### src/rtl/ilxsb_pkg.sv
// shared types, constants and address helper for the xor sprite row blitter
// no dependencies; imported by ilxsb_ctrl, ilxsb_datapath and the top level
`default_nettype none

package ilxsb_pkg;

    localparam int ADDR_W     = 10;
    localparam int BANK_DEPTH = 1 << ADDR_W;
    localparam int STEP_W     = 3;

    typedef logic [ADDR_W-1:0] addr_t;
    typedef logic [STEP_W-1:0] step_t;

    localparam addr_t      ROW_GROUP_STRIDE = 10'h080;
    localparam addr_t      ROW_THIRD_STRIDE = 10'h028;
    localparam logic [7:0] NIB_HIGH         = 8'hF0;
    localparam logic [7:0] NIB_LOW          = 8'h0F;
    localparam step_t      LAST_STEP        = 3'd7;
    localparam addr_t      CLEAR_LAST       = 10'h3FF;

    typedef enum logic [1:0] {
        ST_CLEAR,
        ST_IDLE,
        ST_RUN,
        ST_DRAIN
    } ctrl_state_t;

    // controller to datapath
    typedef struct packed {
        logic  load_item;
        logic  issue;
        step_t step;
        logic  clear_we;
        addr_t clear_addr;
    } blit_cmd_t;

    // datapath to controller
    typedef struct packed {
        logic wb_free;
    } blit_status_t;

    // byte offset of the first byte of a screen row pair
    function automatic addr_t row_base(input logic [5:0] y);
        logic [4:0] r;
        r = y[5:1];
        return addr_t'(r[2:0]) * ROW_GROUP_STRIDE + addr_t'(r[4:3]) * ROW_THIRD_STRIDE;
    endfunction

endpackage

`default_nettype wire

### src/rtl/ilxsb_ctrl.sv
// controller for the xor sprite row blitter: clear sweep, item intake, step sequencing
// depends on ilxsb_pkg
`default_nettype none

module ilxsb_ctrl
    import ilxsb_pkg::*;
(
    input  wire logic         clk,
    input  wire logic         rst_n,
    input  wire logic         in_valid,
    output logic              in_ready,
    input  wire blit_status_t status,
    output blit_cmd_t         cmd
);

    ctrl_state_t state_reg, state_next;
    step_t       step_reg, step_next;
    addr_t       clr_cnt_reg, clr_cnt_next;

    always_ff @(posedge clk or negedge rst_n)
    begin
        if (!rst_n)
        begin
            state_reg   <= ST_CLEAR;
            step_reg    <= '0;
            clr_cnt_reg <= '0;
        end
        else
        begin
            state_reg   <= state_next;
            step_reg    <= step_next;
            clr_cnt_reg <= clr_cnt_next;
        end
    end

    // next state
    always_comb
    begin
        state_next = state_reg;
        case (state_reg)
            ST_CLEAR:
            begin
                if (clr_cnt_reg == CLEAR_LAST)
                    state_next = ST_IDLE;
            end
            ST_IDLE:
            begin
                if (in_valid)
                    state_next = ST_RUN;
            end
            ST_RUN:
            begin
                if (status.wb_free && step_reg == LAST_STEP)
                    state_next = ST_DRAIN;
            end
            ST_DRAIN:
            begin
                // last write must land before the next item can read
                if (status.wb_free)
                    state_next = ST_IDLE;
            end
            default:
            begin
                state_next = ST_CLEAR;
            end
        endcase
    end

    // outputs and counters
    always_comb
    begin
        in_ready       = 1'b0;
        cmd.load_item  = 1'b0;
        cmd.issue      = 1'b0;
        cmd.step       = step_reg;
        cmd.clear_we   = 1'b0;
        cmd.clear_addr = clr_cnt_reg;
        step_next      = step_reg;
        clr_cnt_next   = clr_cnt_reg;
        case (state_reg)
            ST_CLEAR:
            begin
                cmd.clear_we = 1'b1;
                clr_cnt_next = clr_cnt_reg + addr_t'(1);
            end
            ST_IDLE:
            begin
                in_ready      = 1'b1;
                cmd.load_item = in_valid;
                step_next     = '0;
            end
            ST_RUN:
            begin
                cmd.issue = status.wb_free;
                if (status.wb_free)
                    step_next = step_reg + step_t'(1);
            end
            ST_DRAIN:
            begin
                step_next = '0;
            end
            default:
            begin
                step_next = '0;
            end
        endcase
    end

endmodule

`default_nettype wire

### config.mk
export PLATFORM = sky130hd
export DESIGN_NAME = ilxsb_ctrl
export DESIGN_NICKNAME = d
export VERILOG_FILES = /design/src/rtl/ilxsb_pkg.sv /design/src/rtl/ilxsb_ctrl.sv
export SDC_FILE = /design/constraint.sdc
export NUM_CORES = 1
export LEC_CHECK = 0
export BUFFER_PORTS_ARGS = -buffer_cell sky130_fd_sc_hd__clkbuf_2
export CAP_MARGIN = 10
export CORE_AREA = 10 10 60 62
export CTS_CLUSTER_DIAMETER = 30
export DETAILED_ROUTE_END_ITERATION = 8
export DIE_AREA = 0 0 70 72
export GPL_ROUTABILITY_DRIVEN = 0
export MAX_ROUTING_LAYER = met4
export SLEW_MARGIN = 5
export SYNTH_ARGS = -nofsm -noshare
export SYNTH_HDL_FRONTEND = slang
export SYNTH_SLANG_ARGS = --single-unit
### constraint.sdc
create_clock -name clk -period 1.68 [get_ports clk]
set_input_delay 0.252 -clock clk [delete_from_list [all_inputs] [get_ports clk]]
set_output_delay 0.252 -clock clk [all_outputs]
set_load 0.03 [all_outputs]
# == Word-level counts from Yosys, hierarchy flattened ==
# Cells that the tools add are included.
# op_classes
n_addsub,2
eq_ne,10
mux,11
n_reduce_logical,6
# ops
op,n
"10-bit by 1-bit adder with 10-bit output, second input constant",1
"10-bit equality test, second input constant",1
"2-bit != test, second input constant",5
2-bit 2-to-1 mux,4
2-bit case mux with 4 select lines,1
3-bit case mux with 2 select lines,1
"2-bit equality test, second input constant",2
1-bit 2-to-1 mux,4
4-bit AND reduction,1
"3-bit by 1-bit adder with 3-bit output, second input constant",1
"3-bit equality test, second input constant",1
3-bit 2-to-1 mux,1
"2-bit by 1-bit equality test with 1-bit output, second input constant",1
2-bit logical NOT,1
2-bit AND reduction,1
2-bit nonzero test,1
2-bit OR reduction,1
1-bit logical AND,1
# totals
regBits,15
in_bits,4

# == Longest topological paths before layout ==
# Gate-level depths: netlist of run 1.
# depth
ltp_word,4
ltp_mapped,6
depth_no_buf,6

# == Worst setup path after synthesis of run 1 ==
# Ideal clock, no wire load.
# synth_path
path_kind,reg-to-reg
startpoint,register clr_cnt_reg[0]
endpoint,register state_reg[1]
setup_ns,0.125
arrival_ns,1.757
setup_slack_ns,-0.202
path_stages_with_launch,6
n_path_buf,0
synth_period_minus_slack_ns,1.882
path_cell_list,dfrtp_1 > ha_1 > and3_1 > nand4_1 > a2111o_1 > mux2_4
# synth_via
elab_chain_len,3
# synth_rtl
item,line,rtl
"start, declared",ilxsb_ctrl.sv:18,"addr_t clr_cnt_reg, clr_cnt_next;"
"start signal, assigned",ilxsb_ctrl.sv:32,clr_cnt_reg <= clr_cnt_next;
10-bit equality test,ilxsb_ctrl.sv:43,if (clr_cnt_reg == CLEAR_LAST)
2-bit != test (no line),n/a,
4-bit AND reduction (no line),n/a,
"end signal, assigned",ilxsb_ctrl.sv:30,state_reg <= state_next;
"end, declared",ilxsb_ctrl.sv:16,"ctrl_state_t state_reg, state_next;"
# Every way passes these cells.
# A chain may end at the register's enable or synchronous reset.

# == Worst setup path after layout of run 1 ==
# layout_path
startpoint,register state_reg[0]
endpoint,register state_reg[1]
# layout_via
elab_chain_len,3
elab_cells_between_ends,10
classes_between,7 x eq/ne; 1 x mux; 2 x reduce/logical
# layout_rtl
item,line,rtl
2-bit equality test (tied with other cells),ilxsb_ctrl.sv:40,case (state_reg)
2-bit != test (no line),n/a,
4-bit AND reduction (no line),n/a,
# Several ways; a longest one is shown, not always the timed one.

==> results of run 1 <==
-- cells in the mapped netlist (all sizes together) --
library cell,instances,area (µm²)
nor2b,1,6.26
nand2,3,11.3
and4,1,11.3
nand3,2,10.0
ha,8,100
inv,4,15.0
and3,2,12.5
nor2,4,15.0
mux2i,1,10.0
a2111o,1,11.3
and2,2,12.5
dfrtp,15,375
xnor2,6,52.6
xor2,3,26.3
o22ai,1,6.26
nand4,3,18.8
or2b,1,7.51
mux2,3,37.5
a22o,5,43.8
-- logic make-up after synthesis --
family                     Yosys count  synth area share (%)
and+or+nand+nor                     19                  13.4
DFF                                 15                  47.9
xor gates and xnor gates             9                  10.1
adders and majority gates            8                  12.8
AOI/OAI and AO/OA                    7                  7.83
buffers and inverters                4                  1.92
muxes                                4                  6.07
-- power by group --
part | internal (W) | switching (W) | leakage [nW]
combinational | 0.000540 | 0.000598 | 0.357
sequential | 0.000468 | 0.0000814 | 0.184
clock | 0.0000918 | 0.000106 | 0.0150
total | 0.00110 | 0.000786 | 0.556
-- cell type report --
cell class	instances	area (µm²)	share of cell area, %
Sequential cell	15	385	34.8
Tap cell	30	37.5	3.39
Multi-Input combinational cell	47	432	39.0
Timing Repair Buffer	33	210	19.0
Clock buffer	4	26.3	2.38
Inverter	4	15.0	1.36
-- routing by layer --
metal	GRT usage (%)	up-vias
li1	-	309
met1	6.38	294
met2	12.1	9
met3	1.36	2
met4	5.04	0
met5	-	-
-- timing repair --
| action | in CTS | in global routing |
|---|---|---|
| setup endpoints to repair | 2 | 4 |
| endpoints found under the hold margin | 15 | 0 |
| gates resized for setup | 0 | 11 |
| hold buffers | 1 | 0 |
| pin swaps | 0 | 1 |
| buffers inserted | 1 | 3 |
-- metrics by stage --
stage / power, W / cell area, µm² / worst slack, ns / setup TNS [ns] / hold WS, ns
floorplan: 0.00119 / 811 / -0.0220 / -0.0220 / -0.0436
global placement: 0.00152 / 1010 / 0.0282 / 0 / 0.192
detailed placement: 0.00154 / 1010 / -0.0346 / -0.0371 / 0.190
CTS: 0.00176 / 1050 / 0.00662 / 0 / 0.369
global route: 0.00203 / 1110 / -0.0443 / -0.0668 / 0.358
finish: 0.00189 / 1110 / -0.00993 / -0.00993 / 0.375
-- how the worst max path moves through the flow --
stage	slack (ns)	from	to	cells after the start
5_1_grt	-0.04	state_reg[0]$_DFFE_PN0P_	state_reg[1]$_DFFE_PN0P_	5
3_3_place_gp	0.03	state_reg[0]$_DFFE_PN0P_	state_reg[1]$_DFFE_PN0P_	6
2_1_floorplan	-0.02	clr_cnt_reg[0]$_DFFE_PN0P_	state_reg[1]$_DFFE_PN0P_	5
3_5_place_dp	-0.03	state_reg[0]$_DFFE_PN0P_	state_reg[1]$_DFFE_PN0P_	6
6_report	-0.01	state_reg[0]$_DFFE_PN0P_	state_reg[1]$_DFFE_PN0P_	5
4_1_cts	0.007	state_reg[0]$_DFFE_PN0P_	state_reg[1]$_DFFE_PN0P_	6
-- worst min-delay path, delay by kind of cell --
kind	cells	cell delay, ns
AND/OR/NAND/NOR	1	0.08
buffers and inverters	1	0.10
AO/OA/AOI/OAI	1	0.18
==> flow_summary.toml, run 1 <==
[status]
status = "finished with violations"
violations = "negative setup slack"

[clock_network]
clkTransAtPathRegs_ns = 0.08
clk_path_buf_depth = 2
root_buffer = "clkbuf_4"
cts_tree = "yes"
clock_latency_ns = 0.27
htreeDepth = 1
cts.sinks = 15
cts_buffers = 3

[detailed_routing]
drt_pass1_iterations = 2
ant_nets = 0
routed_via_density = 4.62
m1WireLength_um = 721
dr.first_iter.drc_count = 8
wl_met2_um = 914
wl_per_cell_um = 13.0
routed.top_layer = "met4"
drcViolationCount = 0
dr_total_vias = 614
routed_wirelength_mm = 1.74
route.met3.wl_um = 64

[job]
maxCapViolCount = 0

[global_route]
grt-ovfl-total = 0
grt_start_max_net_pins = 16
groute.usage.overall_pct = 6.77
grt_pass1_wl_mm = 2.78
grt_pass1_vias = 629
antenna_found_initial = 0

[setup_path]
cpMaxStageDelayCell = "dfrtp_1"
cp-end-kind = "register"
setup.worst_path.class = "register to register"
critPathMaxFanout = 4
cp.arrival_ns = 1.85
cpPeakStageDelay_ns = 0.43
startpoint_type = "register"
critPathBufInv = 1
r2r-end = "state_reg[1]$_DFFE_PN0P_"
r2r-start = "state_reg[0]$_DFFE_PN0P_"
r2r_slack_ns = -0.01
cp.required_ns = 1.84
cp_cell_sequence = "buf_6 -> ha_4 -> nor2b_4 -> a2111o_1 -> mux2_4"
crit_family = "flip-flops"
worstRegToRegCells = 5

[placement]
placed_cells = 124
hpwlAfterDp_mm = 1.34
port_buffers = 20

[synth]
yosysSeqAreaShare_pct = 47.9
synth.distinct_cells = 20
syn_area_um2 = 783
synth_cells = 66
synth_nets = 78
synth-warning-count = 0
ys_seq_elements = 15
avgSynthCellArea_um2 = 11.9

[sta]
fin_crit_sh_pct = 101
worst_slew_pin_slew_ns = 0.370
fmax_mhz = 592
drv_slew = 0
hold_viol_final = 0
worst_slack_ns = -0.00993
setup_violations = 1
rsz0062_at_grt = "true"
fin_crit_ns = 1.69
maxSlewHeadroom_pct = 75.4
fin_skew_ns = 0.00117

[floorplan]
rows = 18
fp.coreArea_um2 = 2430
die_area_um2 = 5040
boundaryPins = 21
start_util_pct = 32.2
die_y_um = 72
die_w_um = 70

[hold_path]
holdCritPathClass = "input port to register"
min-delay-start = "status"
whs_path_depth = 3
min_to = "step_reg[0]$_DFFE_PN0P_"

[final_layout]
layout.nets = 116
n_antenna_cell = 0
drive_gt1_share_pct = 52.4
syn2layout_area_growth_pct = 41.2
final_common_cell = "clkbuf_2"
final_cell_mix = "19 x clkbuf_2, 11 x buf_4, 8 x dfrtp_2"
final_cells = 133
fillerInstances = 228
largest_register_ffs = 10
final_core_util_pct = 45.5

[pwr]
p_leak_nw = 0.556
ir_drop_v = 0.000677
p_per_area_nw_per_um2 = 1710
(Power assumes the default switching activity.)
==> run 2: changes to the inputs <==
ABC_AREA = 1   (was default)
CORE_AREA = 10 10 62 64   (was 10 10 60 62)
DIE_AREA = 0 0 72 74   (was 0 0 70 72)
==> flow_summary.toml, run 2 <==
[synth]
yosysSeqAreaShare_pct = 43.7
synth-main-ff-cell = "dfrtp_1"
synth_cells = 95
synth_edf_count = 0
synth_top_area_share_pct = 43.7
synth-simple-area-share_pct = 21.4
synth_compound_area_share_pct = 3.50
synthArstFlopShare_pct = 100
yosys-mux-area-fraction_pct = 1.31
synth_nets = 107
synth_top_family_by_area = "simple AND/OR/NAND/NOR gates"
yosys.area.top_type = "dfrtp_1"
synthXorXnorAreaFrac_pct = 9.18
avgSynthCellArea_um2 = 9.03
synth-warning-count = 0
syn_area_um2 = 858
synthTopCellsByArea = "dfrtp_1 44%, ha_1 12%, inv_1 7.9%, nand2_1 7.9%, xor2_1 6.1%"
ys_seq_elements = 15
synthAdderAreaFrac_pct = 11.7
synth.distinct_cells = 17
ys_top_cells_by_count = "18 x inv_1, 18 x nand2_1, 15 x dfrtp_1, 8 x ha_1"

[final_layout]
final_cell_mix = "18 x nand2_1, 18 x clkbuf_2, 17 x inv_1"
final_cells = 153
n_antenna_cell = 0
largest_register_ffs = 10
drive_gt1_share_pct = 30.3
syn2layout_area_growth_pct = 23.5
layout.nets = 135

[setup_path]
setup.worst_path.class = "register to output pin"
crit_family = "flip-flops"
crit_top_cell = "inv_1"
cpMaxStageDelayCell = "dfrtp_1"
critPathBufInv = 3
critPathMaxFanout = 4
cp_cell_sequence = "inv_1 -> ha_2 -> nand2_1 -> inv_1 -> buf_4"
startpoint_type = "register"
r2r_slack_ns = 0.19
cp-end-kind = "output pin"
cp.required_ns = 1.43
cp.arrival_ns = 1.30
cpPeakStageDelay_ns = 0.39

[floorplan]
start_util_pct = 32.2
rows = 19
boundaryPins = 21
fp.coreArea_um2 = 2660
die_area_um2 = 5330
die_w_um = 72
die_y_um = 74

[clock_network]
clkTransAtPathRegs_ns = 0.09
cts_tree = "yes"
root_buffer = "clkbuf_4"
htreeDepth = 1
cts_buffers = 3
clk_path_buf_depth = 2
clock_latency_ns = 0.28
cts.sinks = 15

[detailed_routing]
routed_via_density = 4.38
wl_per_cell_um = 11.6
dr_total_vias = 670
ant_nets = 0
dr.first_iter.drc_count = 8
routed_wirelength_mm = 1.77
drcViolationCount = 0
drt_pass1_iterations = 2

[pwr]
p_leak_nw = 0.594
ir_drop_v = 0.000464
p_per_area_nw_per_um2 = 544

[global_route]
groute.usage.overall_pct = 7.56
grt-ovfl-total = 0
grt_start_max_net_pins = 16
grt_pass1_vias = 725
grt_pass1_wl_mm = 3.09
antenna_found_initial = 0

[hold_path]
holdCritPathClass = "input port to register"

[sta]
hold_viol_final = 0
fin_crit_ns = 1.56
rsz0062_at_grt = "true"
drv_slew = 0
maxSlewHeadroom_pct = 74.9
fmax_mhz = 643
worst_slew_pin_slew_ns = 0.377
worst_slack_ns = 0.124
fin_crit_sh_pct = 92.6
fin_skew_ns = 0.00137
setup_violations = 0

[placement]
hpwlAfterDp_mm = 1.48
post-place-ws_ns = 0.224
placed_cells = 146
port_buffers = 20

[job]
maxCapViolCount = 0

[status]
status = "completed"
-- run 2: changes by cell type in the layout (fill, tap and decap cells not counted), moves of 3 or more --
cell	change
nand3_1	+5
buf_4	-7
xor2_1	+3
dfrtp_2	-8
inv_1	+15
xnor2_1	-3
nand2_1	+15
nand4_1	-3
a22o_1	-5
dfrtp_1	+8
o21ai_0	+4
-- run 2: worst min-delay path, delay by kind of cell --
family          cells  cell delay [ns]
compound gates      2             0.20
simple gates        1             0.06
buf+inv             1             0.09
-- run 2: kinds of logic (layout without fill, tap and decap cells) --
logic type	count (synthesis)	count (layout)
compound gates	6	6
mux	1	1
xor+xnor	9	9
flops	15	15
buf+inv	19	46
simple gates	37	37
fa+ha+maj	8	8
-- run 2: routing by layer --
metal  track usage (%)  vias up  share of wire, %
met5                 -        -                 0
met4              4.30        0               2.0
met3              3.32        6               7.5
met2              11.9       22                45
met1              7.81      296                46
li1                  -      346                 -
-- run 2: report_power, final --
group,switching [W],internal [W],total [W]
logic,0.00000854,0.00000416,0.0000127
clock network,0.000111,0.0000921,0.000203
registers,0,0.000361,0.000361
total,0.000120,0.000457,0.000576
-- run 2: final timing paths --
kind / cells past startpoint / startpoint / endpoint
max: 5 / state_reg[0]$_DFFE_PN0P_ / cmd[14]
min: 4 / status / step_reg[0]$_DFFE_PN0P_
max reg2reg: 6 / state_reg[0]$_DFFE_PN0P_ / step_reg[1]$_DFFE_PN0P_
min reg2reg: 1 / clr_cnt_reg[9]$_DFFE_PN0P_ / clr_cnt_reg[9]$_DFFE_PN0P_
max in group asynchronous: 2 / rst_n / clr_cnt_reg[0]$_DFFE_PN0P_
min in group asynchronous: 2 / rst_n / clr_cnt_reg[4]$_DFFE_PN0P_
-- run 2: layout make-up --
class	count	area (µm²)
clock buffer	4	26.3
fill	282	1600
inverter	18	67.6
multi-input combinational	61	414
sequential	15	375
tap	31	38.8
timing repair buffer	24	138
-- run 2: stage by stage --
stage	utilization, %	hold WS, ns	power [W]	cell area, µm²	TNS [ns]
floorplan	-	-0.0436	0.000368	858	0
global placement	37.3	0.183	0.000379	993	0
detailed placement	37.3	0.192	0.000380	993	0
CTS	39.3	0.353	0.000587	1050	0
global route	39.8	0.380	0.000610	1060	-0.00482
finish	39.8	0.355	0.000576	1060	0
-- run 2: repair_timing --
action / in CTS / in global routing
buffers inserted: 2 / 0
setup endpoints to repair: 1 / 5
gates resized for setup: 1 / 8
hold buffers: 1 / 0
hold endpoints to repair: 15 / 0
pin swaps: 0 / 0
cloned: 0 / 0
==> run 3: changes to the inputs <==
MAX_ROUTING_LAYER = default   (was met4)
==> flow_summary.toml, run 3 (synthesis results as in run 2) <==
[setup_path]
critPathMaxFanout = 4
setup.worst_path.class = "register to output pin"
cp.arrival_ns = 1.30
worstRegToRegCells = 6
cp.required_ns = 1.43
r2r_slack_ns = 0.19
startpoint_type = "register"
cp-end-kind = "output pin"
startpoint = "state_reg[0]$_DFFE_PN0P_"
r2r-start = "state_reg[0]$_DFFE_PN0P_"

[sta]
maxSlewHeadroom_pct = 74.9
fin_crit_sh_pct = 92.6
fin_crit_ns = 1.56
setup_violations = 0
worst_slew_pin_slew_ns = 0.377
worst_slack_ns = 0.124
rsz0062_at_grt = "true"
fmax_mhz = 643
fin_skew_ns = 0.00137
drv_slew = 0
holdWs_ns = 0.355
hold_viol_final = 0
finalSetupTns_ns = 0

[final_layout]
fillerInstances = 282
final_cell_mix = "18 x nand2_1, 18 x clkbuf_2, 17 x inv_1"
n_antenna_cell = 0
syn2layout_area_growth_pct = 23.5
layout.nets = 135
drive_gt1_share_pct = 30.3
largest_register_ffs = 10
final_cells = 153

[detailed_routing]
dr.first_iter.drc_count = 8
drcViolationCount = 0
wl_per_cell_um = 11.6
drt_pass1_iterations = 2
routed_wirelength_mm = 1.77
routed_via_density = 4.38
dr_total_vias = 670
ant_nets = 0

[pwr]
clockPowerShare_pct = 35.2
p_total_w = 0.000576
sw_frac_of_total_pct = 20.7
pwr-share-comb_pct = 2.2
p_per_area_nw_per_um2 = 544
ir_drop_v = 0.000464
net-switching-power_w = 0.000120
seq_power_share_pct = 62.6
power.internal_w = 0.000457
p_leak_nw = 0.594

[global_route]
antenna_found_initial = 0
grt_pass1_vias = 726
grt_start_max_net_pins = 16
grt-ovfl-total = 0
grt_pass1_wl_mm = 3.08
groute.usage.overall_pct = 7.34

[placement]
port_buffers = 20
hpwlAfterDp_mm = 1.48
placed_cells = 146
post-place-ws_ns = 0.224

[floorplan]
boundaryPins = 21
die_area_um2 = 5330
start_util_pct = 32.2
rows = 19
fp.coreArea_um2 = 2660
die_y_um = 74
die_w_um = 72

[hold_path]
whs_path_depth = 4
holdCritPathClass = "input port to register"
min-delay-start = "status"

[status]
status = "completed"

[clock_network]
cts_buffers = 3
root_buffer = "clkbuf_4"
cts_tree = "yes"
clk_path_buf_depth = 2
clkTransAtPathRegs_ns = 0.09
clock_latency_ns = 0.28
cts.sinks = 15
htreeDepth = 1

[job]
maxCapViolCount = 0
run 3: cell type report:
class	count	area, µm²	area share (%)
repair buffers	24	138	13.0
clock buffers	4	26.3	2.48
inverters	18	67.6	6.38
well taps	31	38.8	3.66
flip-flops and latches	15	375	35.4
multi-input cells	61	414	39.1
run 3: per-layer routing:
metal | global-route usage (%) | wire length (µm) | up-vias
li1 | - | - | 346
met1 | 7.42 | 776 | 296
met2 | 11.9 | 788 | 22
met3 | 3.99 | 171 | 6
met4 | 4.30 | 35 | 0
met5 | 0 | 0 | -
run 3: what timing repair did:
action,in CTS,in global routing
hold endpoints to repair,15,0
hold buffers,1,0
buffers inserted,2,0
setup endpoints to repair,1,5
gates cloned,0,0
gates resized for setup,1,8
run 3: worst max-delay path: stages, from the launching register on:
cell and delay [ns]:
dfrtp_1 0.39, inv_1 0.09, ha_2 0.21, nand2_1 0.07, inv_1 0.10, buf_4 0.17
run 3: power by group through the flow:
stage,combinational (W),sequential [W],clock (W)
2_1_floorplan,0.000000462,0.000368,0
3_3_place_gp,0.0000112,0.000368,0
3_5_place_dp,0.0000118,0.000368,0
4_1_cts,0.0000135,0.000361,0.000213
5_1_grt,0.0000151,0.000361,0.000234
6_report,0.0000127,0.000361,0.000203
run 3: final timing paths:
check,to
max in group asynchronous,clr_cnt_reg[0]$_DFFE_PN0P_
max,cmd[14]
min,step_reg[0]$_DFFE_PN0P_
min in group asynchronous,clr_cnt_reg[4]$_DFFE_PN0P_
min reg2reg,clr_cnt_reg[9]$_DFFE_PN0P_
max reg2reg,step_reg[1]$_DFFE_PN0P_
run 3: metrics by stage:
step	area [µm²]	util (%)
detailed placement	993	37.3
global placement	993	37.3
floorplan	858	-
global route	1060	39.8
CTS	1050	39.3
finish	1060	39.8
